<file path="config.mk">
export PLATFORM = sky130hd
export DESIGN_NAME = mse_ctrl
export DESIGN_NICKNAME = d
export VERILOG_FILES = /design/src/hdl/mse_pkg.sv /design/src/hdl/mse_ctrl.sv
export SDC_FILE = /design/constraint.sdc
export NUM_CORES = 1
export LEC_CHECK = 0
export ABC_AREA = 1
export BUFFER_PORTS_ARGS = -buffer_cell sky130_fd_sc_hd__clkbuf_2
export CAP_MARGIN = 5
export CORE_UTILIZATION = 35
export CTS_BUF_LIST = sky130_fd_sc_hd__clkbuf_4 sky130_fd_sc_hd__clkbuf_8
export CTS_CLUSTER_SIZE = 30
export DETAILED_ROUTE_END_ITERATION = 6
export PLACE_DENSITY = 0.61
export SLEW_MARGIN = 20
export SYNTH_ARGS = -nofsm -noshare
export SYNTH_HDL_FRONTEND = slang
export SYNTH_SLANG_ARGS = --single-unit
</file>
<file path="constraint.sdc">
create_clock -name clk -period 1.3 [get_ports clk]
set_input_delay 0.39 -clock clk [delete_from_list [all_inputs] [get_ports clk]]
set_output_delay 0.39 -clock clk [all_outputs]
set_load 0.01 [all_outputs]
</file>
<file path="src/hdl/mse_pkg.sv">
package mse_pkg;

  localparam int DEPTH  = 16;
  localparam int DATA_W = 32;
  // Store address, element count (0..DEPTH) and run width (at most DEPTH).
  localparam int AW     = $clog2(DEPTH);
  localparam int CW     = $clog2(DEPTH + 1);
  localparam int WW     = CW + 1;
  localparam int SW     = CW + 2;

  typedef struct packed {
    logic load_en;
    logic sort_init;
    logic run_init;
    logic merge_wr;
    logic run_next;
    logic pass_next;
    logic emit_init;
    logic out_load;
    logic set_clear;
  } cmd_t;

  typedef struct packed {
    logic in_fire;
    logic in_last;
    logic sort_done;
    logic run_last;
    logic runs_done;
    logic out_fire;
    logic out_last;
  } status_t;

endpackage

</file>
<file path="src/hdl/mse_ctrl.sv">
module mse_ctrl (
  input  logic             clk,
  input  logic             rst,
  input  mse_pkg::status_t st,
  output mse_pkg::cmd_t    cmd
);

  typedef enum logic [6:0] {
    S_LOAD      = 7'b0000001,
    S_RUN       = 7'b0000010,
    S_RD        = 7'b0000100,
    S_MERGE     = 7'b0001000,
    S_EMIT_RD   = 7'b0010000,
    S_EMIT_OUT  = 7'b0100000,
    S_EMIT_WAIT = 7'b1000000
  } state_t;

  state_t state;
  state_t state_next;

  always_ff @(posedge clk) begin
    if (rst) begin
      state <= S_LOAD;
    end else begin
      state <= state_next;
    end
  end

  always_comb begin
    cmd        = '0;
    state_next = state;
    unique case (state)
      S_LOAD: begin
        cmd.load_en = 1'b1;
        if (st.in_fire && st.in_last) begin
          cmd.sort_init = 1'b1;
          state_next    = S_RUN;
        end
      end
      S_RUN: begin
        if (st.sort_done) begin
          cmd.emit_init = 1'b1;
          state_next    = S_EMIT_RD;
        end else begin
          cmd.run_init = 1'b1;
          state_next   = S_RD;
        end
      end
      S_RD: begin
        state_next = S_MERGE;
      end
      S_MERGE: begin
        cmd.merge_wr = 1'b1;
        if (st.run_last) begin
          // The final run of a pass ends at the set size; then the width doubles.
          if (st.runs_done) begin
            cmd.pass_next = 1'b1;
          end else begin
            cmd.run_next = 1'b1;
          end
          state_next = S_RUN;
        end else begin
          state_next = S_RD;
        end
      end
      S_EMIT_RD: begin
        state_next = S_EMIT_OUT;
      end
      S_EMIT_OUT: begin
        cmd.out_load = 1'b1;
        state_next   = S_EMIT_WAIT;
      end
      S_EMIT_WAIT: begin
        if (st.out_fire) begin
          if (st.out_last) begin
            cmd.set_clear = 1'b1;
            state_next    = S_LOAD;
          end else begin
            state_next = S_EMIT_RD;
          end
        end
      end
      default: begin
        state_next = S_LOAD;
      end
    endcase
  end

endmodule

</file>
# --- Word-level counts from Yosys, hierarchy flattened ---
# Index checks and enable logic that the tools add are counted.
op_classes:
  mul: 0
  addsub: 0
  n_lt_le_gt_ge: 0
  div_mod_pow: 0
  eq_ne: 9
  bitwise: 0
  mux: 20
  n_reduce_logical: 2
  n_shift: 0
ops:
  columns: ["operator", "n"]
  rows:
  - ["$pmux 7 s7", 1]
  - ["$mux 7", 2]
  - ["$mux 1", 11]
  - ["$mux 5", 2]
  - ["$eq 7x1->1 const B", 1]
  - ["$eq 7x2->1 const B", 1]
  - ["$eq 7x3->1 const B", 1]
  - ["$eq 7x4->1 const B", 1]
  - ["$eq 7x5->1 const B", 1]
  - ["$eq 7x6->1 const B", 1]
  - ["$eq 7x7->1 const B", 1]
  - ["$mux 3", 2]
  - ["$mux 2", 2]
  - ["$ne 2x2->1 const B", 2]
  - ["$reduce_and 2->1", 1]
  - ["$logic_and 1x1->1", 1]
totals:
  mem_bits_rw: 0
  elab_cells: 32
  romBits: 0
  latchBits: 0
  memories: 0
  in_bits: 9
  output_inout_bits: 9
  ff_bits: 7

# --- Depth between registers and ports, before layout ---
# Gate-level depths: netlist of the first run.
depth:
  depth_word: 3
  depth_mapped: 10
  ltp_nobuf: 10

# --- Least setup slack after synthesis of the first run ---
# OpenSTA, ideal clock, no wires.
synth_path:
  path_type: "reg-to-output"
  startpoint: "register state[4]"
  endpoint: "output port cmd[7] in the netlist's numbering"
  arrival_ns: 0.999
  t_required_ns: 0.910
  path_stages_with_launch: 6
  n_path_buf: 0
  path_slack_ns: -0.089
  cell_sequence: "dfxtp_1 nor2_2 nand2_2 nor2_4 inv_1 nor3_1"
synth_lines:
  columns: ["item", "line_no", "rtl"]
  rows:
  - ["start, declared", "mse_ctrl.sv:18", "state_t state;"]
  - ["start signal, assigned", "mse_ctrl.sv:25", "state <= state_next;"]
  - ["end, declared", "mse_ctrl.sv:5", "output mse_pkg::cmd_t cmd"]

==> results of run 1 <==
[Yosys cell counts]
master    number  area (µm²)
nor3_1         2        10.0
nor2_2         4        25.0
inv_1         16        60.1
nand3b_1       1        7.51
inv_2          4        15.0
nor2_4         2        22.5
nand3_2        2        20.0
o21ai_2        2        17.5
o21ai_1        1        5.00
a21oi_1        1        5.00
nand2_1       18        67.6
nor2_1        17        63.8
o21a_1         1        7.51
nand3_1        2        10.0
nand2_4        1        11.3
nand2_2        5        31.3
dfxtp_1        7         140
[worst paths after layout]
kind	to	start
worst max-delay path	cmd[4]	state[6]
worst min-delay path	state[4]	rst
worst max register to register	state[3]	state[3]
worst min register to register	state[5]	state[4]
[final cells by class]
type                            instances  share of cell area
Sequential cell                         7               0.172
Tap cell                               15              0.0211
Clock buffer                            4              0.0338
Timing Repair Buffer                   30               0.251
Inverter                               20              0.0901
Multi-Input combinational cell         59               0.432
[where the power goes]
group	switching (W)	leakage [nW]	internal (W)	total, W
clock	0.0000660	0.0184	0.000137	0.000203
combinational	0.000534	0.397	0.000528	0.00106
sequential	0.0000400	0.0598	0.000260	0.000300
total	0.000640	0.475	0.000925	0.00156
[repair_timing]
item,in CTS,in global routing
setup endpoints to repair,9,11
buffers inserted,1,4
resized for setup,12,39
pin swaps,6,7
gates cloned,0,0
[metrics by stage]
stage | instance area, µm² | hold WS, ns
after detailed placement | 688 | 0.608
after global routing | 888 | 0.371
final | 888 | 0.356
after floorplan | 524 | 0.462
after global placement | 688 | 0.607
after CTS | 749 | 0.357
[critical path: cells and delay by family, from the launching register on]
family	cells	cell delay, ns
buf+inv	2	0.24
flops	1	0.32
simple gates	4	0.46
[cells in the final DEF, fill, tap and decap left out, types with 2 or more instances in the layout]
| cell type | count |
|---|---|
| nor3_2 | 2 |
| nor2_2 | 5 |
| nand3_2 | 2 |
| buf_4 | 9 |
| nand2_2 | 11 |
| clkbuf_2 | 9 |
| inv_2 | 6 |
| dfxtp_4 | 2 |
| nand2_4 | 3 |
| buf_2 | 4 |
| clkbuf_4 | 4 |
| inv_4 | 2 |
| nand3_1 | 2 |
| nand2_1 | 10 |
| inv_1 | 12 |
| buf_6 | 8 |
| nor2_4 | 6 |
| dfxtp_2 | 4 |
| nor2_1 | 12 |
[per-layer routing]
| layer | track usage | vias to the layer above | share of wire |
|---|---|---|---|
| met5 | 0 | - | 0 |
| met4 | 0.133 | 0 | 0.032 |
| met3 | 0.0333 | 4 | 0.052 |
| met2 | 0.302 | 19 | 0.50 |
| met1 | 0.214 | 251 | 0.41 |
| li1 | - | 320 | - |
[kinds of logic (layout without fill, tap and decap cells)]
logic type | count (synthesis) | after routing | share of synthesized area
buffers and inverters | 20 | 54 | 0.145
AO/OA/AOI/OAI | 5 | 5 | 0.0675
flip-flops | 7 | 7 | 0.270
AND/OR/NAND/NOR | 54 | 54 | 0.518
==> results.md, run 1 <==
* # H-tree levels at 1
* Post-detailed-route count of antenna-violating nets at 0
* Drt first-iter violations at 7
* Dpl ws at -0.0764 ns
* Status: finished, violations left
* Reg clk slew, reported paths at 0.05 ns
* Drt first pass iters at 4
* Core area at 1330 µm²
* Data arrival time of the worst path at 1.25 ns
* Worst Skew at 0.000749 ns
* Regs by FF count: state x7
* Most Frequent Cell on Critical Path: nand2_4
* Final worst setup slack at -0.341 ns
* Req. time, crit path at 0.91 ns
* HPWL Detailed at 934 µm
* Initial Utilization at 0.389
* CP Max Fanout at 4
* Endpoints failing hold at 0
* Total power at 0.00156 W
* Cell count after synthesis at 86
* Vias at 594
* Syn nets at 95
* Slew margin rel. at 0.874
* Largest reg by FF count: state
* Pwr/cell area at 1760 nW/µm²
* Period utilization at 1.26
* Die Wd at 40.5 µm
* Die height at 40.5 µm
* FP Rows at 13
* CTS max path bufs at 2
* Ports at 18
* Clk Latency, worst-skew pair at 0.24 ns
* Pin count of the biggest net entering global routing at 5
* DRT Wirelength at 1260 µm
* Multi-input gate area at 384 µm²
* Root buffer cell: clkbuf_4
* Layout cells sized above 1 at 0.658
* WHS Path Cells at 2
* Number of diodes at 0
* Number of I/O port buffers at 17
* Slew Viols, Final at 0
* Violated checks: setup timing
* CTS Sinks at 7
* DR WL/cell at 9.30 µm
* Yosys warnings at 0
* Largest vdd supply drop at 1.19 mV
* Largest register FFs at 7
* Crit path launch type: register
* Crit path largest cell delay at 0.32 ns
* Final Util at 0.666
* Number of global-route vias before repair at 512
* Flip-flop and latch count after synthesis at 7
* FF-to-FF path depth at 10
* Initial antenna violation count at 0
* Slew @ Worst Pin at 0.189 ns
* Sequential cell area at 153 µm²
* Hold crit path type: in2reg
* Vias/cell at 4.40
* Placer Congestion at 0.806
* Cts hold-fix bufs at 0
* Max Fclk at 610 MHz
* # setup viols final at 10
* Max stage delay cell, worst path: dfxtp_2
* Final setup TNS at -2.57 ns
* Mapped cell area at 519 µm²
* RSZ-0062 raised after global routing: true
* Total CTS buffers at 3
* Die ar. at 1640 µm²
* Drt drc at 0
* Fill cells at 111
* Gr ovfl total at 0
* Dpl cells at 126
* Area growth from synthesis to layout at 71.1%
* P_leak at 0.475 nW
* Min Tclk post-route at 1.64 ns
* Critical Path Sink Type: output port
* Nets at 130
* Yosys cell types at 17
* Seq/Total Area, Yosys at 0.270
* Avg Cell Area, Syn at 6.04 µm²
* Total global-route track usage at 0.185
* Final Non-Filler Cells at 135
* Max cap viols at 0
* First-pass GRT wire length at 1960 µm
* Cell breakdown of the critical path: inv_2 > nand2_4 > nor2_4 > nand2_4 > nor3_2 > buf_2
* Critical path type: reg2out
* CTS tree: yes
* Reg2reg setup slack at -0.01 ns
(Power assumes the default switching activity.)
==> inputs of run 2 (changes only) <==
--- a/config.mk
+++ b/config.mk
@@ -17,3 +17,4 @@
 export SYNTH_ARGS = -nofsm -noshare
 export SYNTH_HDL_FRONTEND = slang
 export SYNTH_SLANG_ARGS = --single-unit
+export TNS_END_PERCENT = 50
==> run 2 against run 1 <==
The run still ends with setup timing left. Combinational power decreased by 23%. Design area shrank 8.7%. Critical path type unchanged. Utilization fell by 5.8 points. Via count fell by 2.9%. Final cell count fell by 2.2%.
==> results.md, run 2 (synthesis gave the netlist of run 1 again) <==
* WHS Path Cells at 2 (unchanged)
* Die ar. at 1640 µm² (unchanged)
* Area growth from synthesis to layout at 56.1%
* Most frequent cells in the layout: nand2_1 (15), inv_1 (13), nor2_1 (13)
* Total global-route track usage at 0.183 (-0.00227)
* RSZ-0062 raised after global routing: true
* # setup viols final at 9 (-1)
* Pin count of the biggest net entering global routing at 5 (unchanged)
* Layout cells sized above 1 at 0.590 (-0.0686)
* CTS max path bufs at 2 (unchanged)
* Worst Skew at 0.000761 ns (+0.0000119 ns)
* Ports at 18 (unchanged)
* Clk Latency, worst-skew pair at 0.24 ns (about the same)
* Nets at 127 (-2.3%)
* Final worst setup slack at -0.306 ns (+0.0344 ns)
* Number of global-route vias before repair at 504 (-1.6%)
* Core area at 1330 µm² (unchanged)
* Commonest non-fill, non-tap cell in the layout: nand2_1
* Drt drc at 0 (unchanged)
* Cts hold-fix bufs at 0 (unchanged)
* CP Max Fanout at 4 (unchanged)
* Clock power frac at 0.154 (+0.024)
* Total CTS buffers at 3 (unchanged)
* CTS Sinks at 7 (unchanged)
* Hold crit path type: in2reg
* Sw frac at 0.427 (+0.0175)
* Min Tclk post-route at 1.61 ns (-0.0344 ns)
* Initial Utilization at 0.389 (unchanged)
* Psw at 0.000565 W (-12%)
* Gr ovfl total at 0 (unchanged)
* Drt first pass iters at 4 (unchanged)
* Number of I/O port buffers at 17 (unchanged)
* Period utilization at 1.24 (-0.0264)
* Req. time, crit path at 0.91 ns (about the same)
* Largest vdd supply drop at 1.01 mV (-15%)
* Endpoints failing hold at 0 (unchanged)
* Largest reg by FF count: state
* Comb power frac at 0.618 (-0.061)
* CTS tree: yes
* Max cap viols at 0 (unchanged)
* Slew Viols, Final at 0 (unchanged)
* Max Fclk at 623 MHz (+2.1%)
* DRT Wirelength at 1170 µm (-7.0%)
* Root buffer cell: clkbuf_4
* Final setup TNS at -2.30 ns (+0.268 ns)
* Status: finished, violations left
* # H-tree levels at 1 (unchanged)
* First-pass GRT wire length at 1930 µm (-1.4%)
* Slew margin rel. at 0.884 (+0.0101)
* FF-to-FF path depth at 11 (+1)
* Largest register FFs at 7 (unchanged)
* HPWL Detailed at 934 µm (unchanged)
* DR WL/cell at 8.85 µm (-4.9%)
* Drt first-iter violations at 9 (+2)
* FP Rows at 13 (unchanged)
* Placer Congestion at 0.806 (unchanged)
* Vias at 577 (-2.9%)
* Crit path launch type: register
* Data arrival time of the worst path at 1.22 ns (-0.03 ns)
* Violated checks: setup timing
* P_leak at 0.453 nW (-4.7%)
* Die height at 40.5 µm (unchanged)
* Number of diodes at 0 (unchanged)
* Flop pwr share at 0.228 (+0.036)
* Reg2reg setup slack at 0.01 ns (+0.02 ns)
* Critical Path Sink Type: output port
* Slew @ Worst Pin at 0.174 ns (-0.0152 ns)
* Post-detailed-route count of antenna-violating nets at 0 (unchanged)
* Pint at 0.000759 W (-18%)
* Pwr/cell area at 1630 nW/µm² (-7.3%)
* Die Wd at 40.5 µm (unchanged)
* Critical path type: reg2out
* Initial antenna violation count at 0 (unchanged)
* Regs by FF count: state x7
* Hold slack final at 0.354 ns (-0.00198 ns)
* Reg clk slew, reported paths at 0.05 ns (about the same)
* Vias/cell at 4.37 (-0.65%)
[run 2: worst paths after layout]
path,from,to
setup / recovery,state[6],cmd[4]
hold / removal,rst,state[5]
setup reg to reg,state[6],state[0]
hold reg to reg,state[4],state[5]
[run 2: critical path, stage by stage, from the launching register on]
cell and delay [ns]:
dfxtp_2 0.32, inv_2 0.09, nand2_4 0.06, nor2_4 0.18, nand2_4 0.08, nor3_2 0.10, buf_2 0.15
[run 2: power by group through the flow]
stage / combinational, W / clock (W) / sequential, W
2_1_floorplan: 0.000475 / 0 / 0.000288
3_3_place_gp: 0.000708 / 0 / 0.000291
3_5_place_dp: 0.000710 / 0 / 0.000292
4_1_cts: 0.000735 / 0.000209 / 0.000296
5_1_grt: 0.000916 / 0.000217 / 0.000305
6_report: 0.000818 / 0.000204 / 0.000302
[run 2: metrics by stage]
step | utilization | instance area (µm²) | setup slack, ns | power, W | cells
after global routing | 0.608 | 811 | -0.388 | 0.00144 | 132
after CTS | 0.556 | 742 | -0.302 | 0.00124 | 130
after global placement | 0.516 | 688 | -0.0509 | 0.000999 | 126
after detailed placement | 0.516 | 688 | -0.0764 | 0.00100 | 126
after floorplan | - | 524 | -0.00607 | 0.000762 | 86
final | 0.608 | 811 | -0.306 | 0.00132 | 132
[run 2: what timing repair did]
action / CTS / global route
setup endpoints to repair: 9 / 11
pin swaps: 4 / 6
resized for setup: 11 / 23
endpoints found under the hold margin: 0 / 0
buffers inserted: 0 / 2
[run 2: layout make-up]
cell class / instances / area, µm²
well taps: 15 / 18.8
inverters: 20 / 77.6
fillers: 130 / 523
multi-input cells: 59 / 362
repair buffers: 27 / 173
clock buffers: 4 / 30.0
flip-flops and latches: 7 / 150
[run 2: routing by layer]
metal / share of wire / global-route usage / wire length [µm]
met5: 0 / 0 / 0
met4: 0.016 / 0.133 / 19
met3: 0.037 / 0.0333 / 43
met2: 0.49 / 0.294 / 572
met1: 0.46 / 0.214 / 532
