[config.mk]
export PLATFORM = sky130hd
export DESIGN_NAME = mse_dp_flat
export DESIGN_NICKNAME = d
export VERILOG_FILES = /design/src/hdl/mse_pkg.sv /design/src/hdl/mse_if.sv /design/src/hdl/mse_ram.sv /design/src/hdl/mse_dp.sv /design/src/flat_wrapper.sv
export SDC_FILE = /design/constraint.sdc
export NUM_CORES = 2
export LEC_CHECK = 0
export BUFFER_PORTS_ARGS = -buffer_cell sky130_fd_sc_hd__buf_2
export CAP_MARGIN = 20
export CORE_MARGIN = 2
export CORE_UTILIZATION = 65
export CTS_BUF_LIST = sky130_fd_sc_hd__clkbuf_4 sky130_fd_sc_hd__clkbuf_8 sky130_fd_sc_hd__clkbuf_16
export CTS_CLUSTER_DIAMETER = 200
export DETAILED_ROUTE_END_ITERATION = 10
export PLACE_DENSITY = 0.92
export SLEW_MARGIN = 20
export SYNTH_ARGS = -nofsm -noshare
export SYNTH_HDL_FRONTEND = slang
export SYNTH_SLANG_ARGS = --single-unit
[constraint.sdc]
create_clock -name clk -period 12 [get_ports clk]
set_input_delay 1.2 -clock clk [delete_from_list [all_inputs] [get_ports clk]]
set_output_delay 1.2 -clock clk [all_outputs]
set_load 0.03 [all_outputs]
[src/hdl/mse_pkg.sv]
package mse_pkg;

  localparam int DEPTH  = 16;
  localparam int DATA_W = 32;
  // Store address, element count (0..DEPTH) and run width (at most DEPTH).
  localparam int AW     = $clog2(DEPTH);
  localparam int CW     = $clog2(DEPTH + 1);
  localparam int WW     = CW + 1;
  localparam int SW     = CW + 2;

  typedef struct packed {
    logic load_en;
    logic sort_init;
    logic run_init;
    logic merge_wr;
    logic run_next;
    logic pass_next;
    logic emit_init;
    logic out_load;
    logic set_clear;
  } cmd_t;

  typedef struct packed {
    logic in_fire;
    logic in_last;
    logic sort_done;
    logic run_last;
    logic runs_done;
    logic out_fire;
    logic out_last;
  } status_t;

endpackage

[src/hdl/mse_if.sv]
interface mse_in_if;
  logic                               valid;
  logic                               ready;
  logic signed [mse_pkg::DATA_W-1:0]  value;
  logic                               last_in;

  modport source (output valid, output value, output last_in, input ready);
  modport sink (input valid, input value, input last_in, output ready);
endinterface

interface mse_out_if;
  logic                               valid;
  logic                               ready;
  logic signed [mse_pkg::DATA_W-1:0]  sorted_value;
  logic                               last_out;
  logic                               overflow;

  modport source (output valid, output sorted_value, output last_out, output overflow,
                  input ready);
  modport sink (input valid, input sorted_value, input last_out, input overflow,
                output ready);
endinterface

[src/hdl/mse_ram.sv]
module mse_ram #(
  parameter int WIDTH = 32,
  parameter int DEPTH = 16
) (
  input  logic                     clk,
  input  logic                     we,
  input  logic [$clog2(DEPTH)-1:0] waddr,
  input  logic [WIDTH-1:0]         wdata,
  input  logic [$clog2(DEPTH)-1:0] raddr0,
  output logic [WIDTH-1:0]         rdata0,
  input  logic [$clog2(DEPTH)-1:0] raddr1,
  output logic [WIDTH-1:0]         rdata1
);

  logic [WIDTH-1:0] mem [DEPTH];

  always_ff @(posedge clk) begin
    if (we) begin
      mem[waddr] <= wdata;
    end
    rdata0 <= mem[raddr0];
    rdata1 <= mem[raddr1];
  end

endmodule

[src/hdl/mse_dp.sv]
module mse_dp (
  input  logic             clk,
  input  logic             rst,
  mse_in_if.sink           elements,
  mse_out_if.source        sorted,
  input  mse_pkg::cmd_t    cmd,
  output mse_pkg::status_t st
);

  localparam int AW = mse_pkg::AW;
  localparam int CW = mse_pkg::CW;
  localparam int WW = mse_pkg::WW;
  localparam int SW = mse_pkg::SW;
  localparam int DW = mse_pkg::DATA_W;

  logic [CW-1:0] count;
  logic          dropped;
  logic [WW-1:0] w;
  logic [CW-1:0] lo;
  logic [CW-1:0] mid;
  logic [CW-1:0] hi;
  logic [CW-1:0] a;
  logic [CW-1:0] b;
  logic [CW-1:0] k;
  logic          sel;

  logic                 out_valid;
  logic signed [DW-1:0] out_value;
  logic                 out_last;
  logic                 out_ovf;

  logic                 in_fire;
  logic                 full;
  logic [SW-1:0]        n_ext;
  logic [SW-1:0]        mid_sum;
  logic [SW-1:0]        hi_sum;
  logic [CW-1:0]        mid_c;
  logic [CW-1:0]        hi_c;
  logic signed [DW-1:0] rd0_a;
  logic signed [DW-1:0] rd0_b;
  logic signed [DW-1:0] rd1_a;
  logic signed [DW-1:0] rd1_b;
  logic signed [DW-1:0] rd_a;
  logic signed [DW-1:0] rd_b;
  logic                 take_a;
  logic signed [DW-1:0] merged;
  logic                 we0;
  logic                 we1;
  logic [AW-1:0]        waddr;
  logic [DW-1:0]        wdata;

  assign elements.ready = cmd.load_en;
  assign in_fire        = elements.valid && cmd.load_en;
  assign full           = (count == CW'(mse_pkg::DEPTH));

  // Run bounds, clamped to the set size.
  assign n_ext   = SW'(count);
  assign mid_sum = SW'(lo) + SW'(w);
  assign hi_sum  = mid_sum + SW'(w);
  assign mid_c   = (mid_sum > n_ext) ? count : mid_sum[CW-1:0];
  assign hi_c    = (hi_sum > n_ext) ? count : hi_sum[CW-1:0];

  assign rd_a = sel ? rd1_a : rd0_a;
  assign rd_b = sel ? rd1_b : rd0_b;

  // Ties take the left run, which keeps the sort stable.
  assign take_a = (a < mid) && ((b >= hi) || (rd_a <= rd_b));
  assign merged = take_a ? rd_a : rd_b;

  // Loading always fills store 0; a merge pass writes the store it does not read.
  assign we0   = (in_fire && !full) || (cmd.merge_wr && sel);
  assign we1   = cmd.merge_wr && !sel;
  assign waddr = in_fire ? count[AW-1:0] : k[AW-1:0];
  assign wdata = in_fire ? elements.value : merged;

  mse_ram #(.WIDTH(DW), .DEPTH(mse_pkg::DEPTH)) u_ram0 (
    .clk    (clk),
    .we     (we0),
    .waddr  (waddr),
    .wdata  (wdata),
    .raddr0 (a[AW-1:0]),
    .rdata0 (rd0_a),
    .raddr1 (b[AW-1:0]),
    .rdata1 (rd0_b)
  );

  mse_ram #(.WIDTH(DW), .DEPTH(mse_pkg::DEPTH)) u_ram1 (
    .clk    (clk),
    .we     (we1),
    .waddr  (waddr),
    .wdata  (wdata),
    .raddr0 (a[AW-1:0]),
    .rdata0 (rd1_a),
    .raddr1 (b[AW-1:0]),
    .rdata1 (rd1_b)
  );

  always_ff @(posedge clk) begin
    if (rst) begin
      count     <= '0;
      dropped   <= 1'b0;
      out_valid <= 1'b0;
      sel       <= 1'b0;
    end else begin
      if (in_fire) begin
        if (full) begin
          dropped <= 1'b1;
        end else begin
          count <= count + CW'(1);
        end
      end
      if (cmd.set_clear) begin
        count   <= '0;
        dropped <= 1'b0;
      end
      if (cmd.sort_init) begin
        sel <= 1'b0;
      end else if (cmd.pass_next) begin
        sel <= ~sel;
      end
      if (cmd.out_load) begin
        out_valid <= 1'b1;
      end else if (sorted.valid && sorted.ready) begin
        out_valid <= 1'b0;
      end
    end
  end

  always_ff @(posedge clk) begin
    if (cmd.sort_init) begin
      w  <= WW'(1);
      lo <= '0;
    end else if (cmd.pass_next) begin
      w  <= {w[WW-2:0], 1'b0};
      lo <= '0;
    end else if (cmd.run_next) begin
      lo <= hi;
    end

    if (cmd.run_init) begin
      mid <= mid_c;
      hi  <= hi_c;
      a   <= lo;
      b   <= mid_c;
      k   <= lo;
    end else if (cmd.merge_wr) begin
      if (take_a) begin
        a <= a + CW'(1);
      end else begin
        b <= b + CW'(1);
      end
      k <= k + CW'(1);
    end else if (cmd.emit_init) begin
      a <= '0;
    end else if (cmd.out_load) begin
      a <= a + CW'(1);
    end

    if (cmd.out_load) begin
      out_value <= rd_a;
      out_last  <= (a + CW'(1) == count);
      out_ovf   <= dropped;
    end
  end

  assign sorted.valid        = out_valid;
  assign sorted.sorted_value = out_value;
  assign sorted.last_out     = out_last;
  assign sorted.overflow     = out_ovf;

  assign st.in_fire   = in_fire;
  assign st.in_last   = elements.last_in;
  assign st.sort_done = (w >= WW'(count));
  assign st.run_last  = (k + CW'(1) == hi);
  assign st.runs_done = (hi == count);
  assign st.out_fire  = sorted.valid && sorted.ready;
  assign st.out_last  = out_last;

endmodule

[src/flat_wrapper.sv]
// flat-port wrapper written by rule: the top's interface ports become plain ports
module mse_dp_flat 
  (clk, rst, cmd, st, elements_valid, elements_value, elements_last_in, elements_ready, sorted_valid, sorted_sorted_value, sorted_last_out, sorted_overflow, sorted_ready);
  mse_in_if elements_i ();
  mse_out_if sorted_i ();
  input  logic clk;
  input  logic rst;
  input  mse_pkg::cmd_t cmd;
  output mse_pkg::status_t st;
  input wire logic [$bits(elements_i.valid)-1:0] elements_valid;
  input wire logic [$bits(elements_i.value)-1:0] elements_value;
  input wire logic [$bits(elements_i.last_in)-1:0] elements_last_in;
  output wire logic [$bits(elements_i.ready)-1:0] elements_ready;
  output wire logic [$bits(sorted_i.valid)-1:0] sorted_valid;
  output wire logic [$bits(sorted_i.sorted_value)-1:0] sorted_sorted_value;
  output wire logic [$bits(sorted_i.last_out)-1:0] sorted_last_out;
  output wire logic [$bits(sorted_i.overflow)-1:0] sorted_overflow;
  input wire logic [$bits(sorted_i.ready)-1:0] sorted_ready;
  assign elements_i.valid = elements_valid;
  assign elements_i.value = elements_value;
  assign elements_i.last_in = elements_last_in;
  assign elements_ready = elements_i.ready;
  assign sorted_valid = sorted_i.valid;
  assign sorted_sorted_value = sorted_i.sorted_value;
  assign sorted_last_out = sorted_i.last_out;
  assign sorted_overflow = sorted_i.overflow;
  assign sorted_i.ready = sorted_ready;
  mse_dp u_core (.clk(clk), .rst(rst), .elements(elements_i), .sorted(sorted_i), .cmd(cmd), .st(st));
endmodule
## After elaboration in Yosys (flattened, before gate mapping)

Memories as Yosys holds them, arrays and structs flattened. A register that Yosys moved wholly into a read port is not among the register bits.
Index checks and enable logic that the tools add are counted.

- Bits in registers: 78
- Memory bits (writable): 1024
- Input port bits: 46
- Output and inout bits: 43
- Memories kept: 2
- Logic and storage cells: 79

- Add/subtract/negate cells: 6
- Multiplexer cells: 23
- Reduce and logical (&&, ||, !) cells: 20
- Bitwise gates (word level): 2
- Magnitude comparators: 6
- Equal/unequal tests: 6

Memory list:

| name | words | bits a word | rd ports | clocked after memory_dff | wr ports | line | RTL |
|---|---|---|---|---|---|---|---|
| u_core.u_ram0.mem | 16 | 32 | 2 | 2 | 1 | mse_ram.sv:15 | `logic [WIDTH-1:0] mem [DEPTH];` |
| u_core.u_ram1.mem | 16 | 32 | 2 | 2 | 1 | mse_ram.sv:15 |  |

Operator list:

| kind | number |
|---|---|
| $mux 32 | 4 |
| $mux 5 | 12 |
| $le 32x32->1 | 1 |
| $add 5x1->5 const B | 4 |
| $eq 5x5->1 | 3 |
| $gt 7x5->1 | 2 |
| $reduce_and 2->1 | 4 |
| $add 5x6->7 | 1 |
| $add 7x6->7 | 1 |
| $ge 6x5->1 | 1 |
| $logic_and 1x1->1 | 6 |
| $mux 1 | 6 |
| $reduce_or 2->1 | 3 |
| $eq 5x5->1 const B | 1 |
| $ge 5x5->1 | 1 |
| $lt 5x5->1 | 1 |
| $mux 4 | 1 |
| $reduce_bool 2->1 | 2 |
| $reduce_bool 4->1 | 1 |
| $ne 3x1->1 const B | 1 |
| $logic_not 1->1 | 2 |
| $logic_or 1x1->1 | 2 |
| $ne 2x2->1 const B | 1 |
| $not 1->1 | 2 |

## Longest topological paths before layout

- Word-level depth: 7
- Gate-level depth with buffers: 15

## By module

From an unflattened synthesis, not the netlist that was laid out.

- Cell total of the unflattened synthesis: 2988
- Area total of the unflattened synthesis: 54847.6 um2

Modules (own cells, without submodules):

| module | area an instance (um2) | sequential area each (um2) | cells each | times used |
|---|---|---|---|---|
| mse_ram at u_core.u_ram1 | 24188.2 | 16656.0 | 1141 | 1 |
| mse_ram at u_core.u_ram0 | 24186.9 | 16656.0 | 1141 | 1 |
| mse_dp | 6472.5 | 2152.1 | 706 | 1 |

## Worst setup path after synthesis

No wires, ideal clock.

- Kind: register to register
- From: register u_core.sel
- To: memory u_core.u_ram0.mem[0][1], data pin
- Clock period less this slack: 4.804 ns
- Cell stages (with the launch flop): 14
- Arrival time: 4.336 ns
- Setup slack: 7.196 ns
- Setup time: 0.467 ns
- Cells stage by stage: dfxtp_1 > clkbuf_1 > buf_2 > buf_1 > mux2i_1 > ha_1 > a21oi_1 > o21ai_0 > a22oi_1 > o211ai_1 > o31ai_2 > clkbuf_1 > a21oi_1 > a211oi_1

- Longest elaborated chain between the ends: 6
- Elaborated cells on any way between the ends: 7
- Those cells by class: order compare: 1; mux: 4; reduce/logical: 2

RTL lines:

| item | line | RTL |
|---|---|---|
| from (decl) | mse_dp.sv:25 | `logic sel;` |
| from (signal assigned) | mse_dp.sv:119 | `sel <= ~sel;` |
| $mux 32 (on tied branches) | mse_dp.sv:63, mse_dp.sv:64 |  |
| $le 32x32->1 | mse_dp.sv:67 | `assign take_a = (a < mid) && ((b >= hi) \|\| (rd_a <= rd_b));` |
| $logic_or 1x1->1 | mse_dp.sv:67 |  |
| $logic_and 1x1->1 | mse_dp.sv:67 |  |
| $mux 32 * | mse_dp.sv:68 | `assign merged = take_a ? rd_a : rd_b;` |
| $mux 32 * | mse_dp.sv:74 | `assign wdata = in_fire ? elements.value : merged;` |
| net u_core.u_ram0.wdata[1] | mse_ram.sv:8 | `input logic [WIDTH-1:0] wdata,` |
| to (decl) | mse_ram.sv:15 |  |

Mark *: on every way through the listed nets, which the timed path passes. The rest lies on a longest branch.

## Final worst setup path

- From: register u_core.sel
- To: memory u_core.u_ram1.mem[12][23], data pin

- Longest elaborated chain between the ends: 6
- Elaborated cells on any way between the ends: 7
- Those cells by class: order compare: 1; mux: 4; reduce/logical: 2

RTL lines:

| item | line | RTL |
|---|---|---|
| $mux 32 | mse_dp.sv:63 | `assign rd_a = sel ? rd1_a : rd0_a;` |
| net u_core.rd_a[14] | mse_dp.sv:43 | `logic signed [DW-1:0] rd_a;` |
| $le 32x32->1 | mse_dp.sv:67 |  |
| $logic_or 1x1->1 | mse_dp.sv:67 |  |
| $logic_and 1x1->1 | mse_dp.sv:67 |  |
| $mux 32 | mse_dp.sv:68 |  |
| $mux 32 | mse_dp.sv:74 |  |
| net u_core.u_ram0.wdata[23] | mse_ram.sv:8 |  |
| to (decl) | mse_ram.sv:15 |  |

The timed path passes the listed nets, and every way through them passes these cells.

==> impl_metrics.py <==
metrics = {
    "floorplan": {
        "io-pin-count": 89,
        "height_of_the_die_um": 295.7,
        "fp-row-count": 106,
        "initial_utilization": 0.6586,
        "die_ar_sq_um": 87410,
        "core_footprint_sq_um": 83950,
        "die_w_um": 295.7,
    },
    "timing": {
        "rsz0062_at_grt": "no",
        "worst_clock_skew_ns": 0.02679,
        "slew_violations": 0,
        "min_period_ns": 6.878,
        "period_share": 0.5731,
        "tns_ns": 0,
        "maxClockFrequency_mhz": 145.4,
        "final-setup-viol-count": 0,
        "timing_worst_slew_pin_value_ns": 1.333,
        "timing_hold_violations_final": 0,
        "slew-limit-headroom": 0.1113,
    },
    "cts": {
        "max_buffers_root_to_sink": 3,
        "clock-root-buffer": "clkbuf_16",
        "post_cts_buffers": 0,
        "cts-htree-levels": 3,
        "cts.sink_count": 1230,
        "cts-resized-gates": 0,
        "cts_inserted_buffers": 116,
        "worstSkewPairLatency_ns": 0.72,
        "postCtsHoldBufs": 0,
        "cts.reportedPaths.clkPinSlew_ns": 0.07,
        "tritoncts": "done",
    },
    "synthesis": {
        "synth_fp_nets": 2837,
        "netlist_instances": 2718,
        "number_of_storage_elements_in_the_synthesis_netlist": 1230,
        "synth_compound_area_frac": 0.02095,
        "synth_ff_type": "edfxtp_1",
        "synth_cell_types": 57,
        "seq_area_frac_synth": 0.6414,
        "synth_simple_gate_area_share": 0.02125,
        "share_of_the_synthesized_netlist_area_taken_by_xor_and_xnor_gates": 0.005386,
        "synth_enable_flop_cells": 1083,
        "post_synthesis_cell_area_sq_um": 55290,
        "synth-warning-count": 0,
        "synth_top_family_by_area": "multiplexers",
        "synthesis.area_per_instance_sq_um": 20.34,
        "post_synth_mux_area_share": 0.2766,
        "postSynth.asyncResetShare": 0,
        "yosys.area_share.adder": 0.01679,
    },
    "global_route": {
        "grt_start_max_net_pins": 168,
        "grt_pass1_wl_mm": 246.7,
        "grtUsageTotal": 0.4097,
        "grt_remaining_overflow": 0,
        "first_global_vias": 34017,
        "antenna_found_initial": 5,
    },
    "finish": {
        "num-fill-cells": 4153,
        "area.sequential_sq_um": 35470,
        "instances_no_fill": 4066,
        "final_core_utilization": 0.7308,
        "multiInputGateArea_sq_um": 19140,
        "num-nets-final": 2946,
        "layout-drive-gt1-share": 0.3916,
        "syn_to_final_growth_pct": 10.97,
    },
    "detailed_routing": {
        "route.antenna.remaining_nets": 0,
        "drcViolationCount": 0,
        "drt_first_pass_iters": 8,
        "totalWireLength_mm": 175.3,
        "drt-wirelength-per-cell_um": 43.11,
        "drt-initial-drc-count": 6616,
        "routed_via_density": 8.308,
        "route.vias.total": 33781,
    },
    "placed_design": {
        "place_congestion": 0.9056,
        "io_buffer_count": 86,
        "dp_hpwl_mm": 83.75,
        "place.detailed.instances": 3841,
    },
    "min_path": {
        "worstHoldPathType": "reg -> reg",
    },
    "worst_setup_path": {
        "worstPathRequired_ns": 12.55,
        "critical_path.endpoint_type": "flop",
        "critical_path.max_fanout": 37,
        "startpoint_type": "flop",
        "timing.setup.critical_path_class": "reg -> reg",
        "worst_ep_arrival_time_ns": 7.43,
    },
    "run": {
        "max-cap-violations": 0,
    },
    "power_and_ir_drop": {
        "post-layout-total-power_mw": 17.12,
        "worst_ir_drop_vdd_v": 0.0002366,
        "pwr_density_cell_nw_per_um2": 279.0,
        "leakagePower_nw": 19.70,
    },
    "status": {
        "status": "finished, final reports clean",
    },
}
## critical path, cell delays in order (launching register included)
cell,delay [ns]
dfxtp_4,0.87
buf_4,0.68
mux2_2,0.48
ha_1,0.36
nand4_1,0.37
nor4_1,0.94
o21ai_0,0.27
a21oi_1,0.45
o31ai_4,0.13
and2_2,0.31
buf_4,0.34
a211oi_2,0.93
buf_4,0.36
## through the flow
| stage | hold WS [ns] | setup slack [ns] | cell area [sq um] |
|---|---|---|---|
| final | 0.4799 | 5.122 | 61360 |
| after global routing | 0.4752 | 5.264 | 61350 |
| after CTS | 0.4692 | 5.644 | 61270 |
| after detailed placement | 0.4495 | 5.849 | 57350 |
| after global placement | 0.4574 | 6.410 | 57350 |
| after floorplan | 0.4091 | 7.196 | 55290 |
## power by group
group	leakage, nW	switching (mW)	internal (mW)
registers	11.0	0.317	6.41
logic	6.72	3.90	2.67
clock network	1.96	1.67	2.15
## flip-flops by register name, indices dropped and copies added (netlist names), 6 cells and up
signal / cells
u_core.u_ram0.mem: 512
u_core.u_ram1.mem: 512
u_core.sorted.sorted_value: 32
u_core.u_ram0.rdata0: 32
u_core.u_ram0.rdata1: 32
u_core.u_ram1.rdata0: 32
u_core.u_ram1.rdata1: 32
u_core.w: 6
## area by class of cell
type,instances,area share
Antenna cell,3,0.0001224
Clock buffer,155,0.05288
Clock inverter,65,0.01105
Inverter,40,0.002447
Multi-Input combinational cell,1257,0.3119
Sequential cell,1230,0.5781
Tap cell,1134,0.02313
Timing Repair Buffer,182,0.02041
## logic make-up after synthesis
kind of cell / count (synthesis)
flip-flops: 1230
adder cells (fa/ha/maj): 73
buffers and inverters: 231
XOR/XNOR: 34
AO/OA/AOI/OAI: 161
multiplexers: 723
AND/OR/NAND/NOR: 266
## Yosys cell counts (8+ instances only)
cell type	count	area (sq um)
o21ai_0	23	115.1
a21oi_1	60	300.3
xnor2_1	22	192.7
a21o_1	8	60.06
mux2_2	37	416.7
dfxtp_1	147	2943
buf_1	26	97.59
clkbuf_1	108	405.4
a31oi_1	13	81.33
mux4_2	640	14410
nand2_1	63	236.5
nor3_1	18	90.09
inv_1	40	150.1
nor2_1	126	473.0
nand4_1	8	50.05
edfxtp_1	1083	32520
xor2_1	12	105.1
ha_1	71	888.4
a211oi_2	29	362.9
nand3_1	19	95.09
mux2i_1	46	460.4
buf_2	48	240.2
## layer usage
metal | GRT usage | part of all wire | up-vias
li1 | - | - | 11785
met1 | 0.5064 | 0.29 | 16831
met2 | 0.6119 | 0.45 | 4056
met3 | 0.1611 | 0.17 | 1103
met4 | 0.2619 | 0.085 | 6
met5 | 0.006098 | 0.00017 | -
## cells in the final DEF, fill, tap and decap left out, types with 46 or more instances in the layout
cell,netlist,layout
buf_4,5,87
clkbuf_16,0,117
mux4_2,640,640
buf_2,48,86
edfxtp_1,1083,1083
a21oi_1,60,60
mux2i_1,46,46
nor2_1,126,94
dfxtp_1,147,146
ha_1,71,71
nand2_1,63,62
## worst paths after layout
kind                  start                   endpoint  slack (ns)  cells past startpoint
min          u_core.dropped     u_core.sorted.overflow        0.48                      0
max              u_core.sel  u_core.u_ram1.mem[12][23]        5.12                     12
min reg2reg  u_core.dropped     u_core.sorted.overflow        0.48                      0
max reg2reg      u_core.sel  u_core.u_ram1.mem[12][23]        5.12                     12
(Power assumes the default switching activity.)
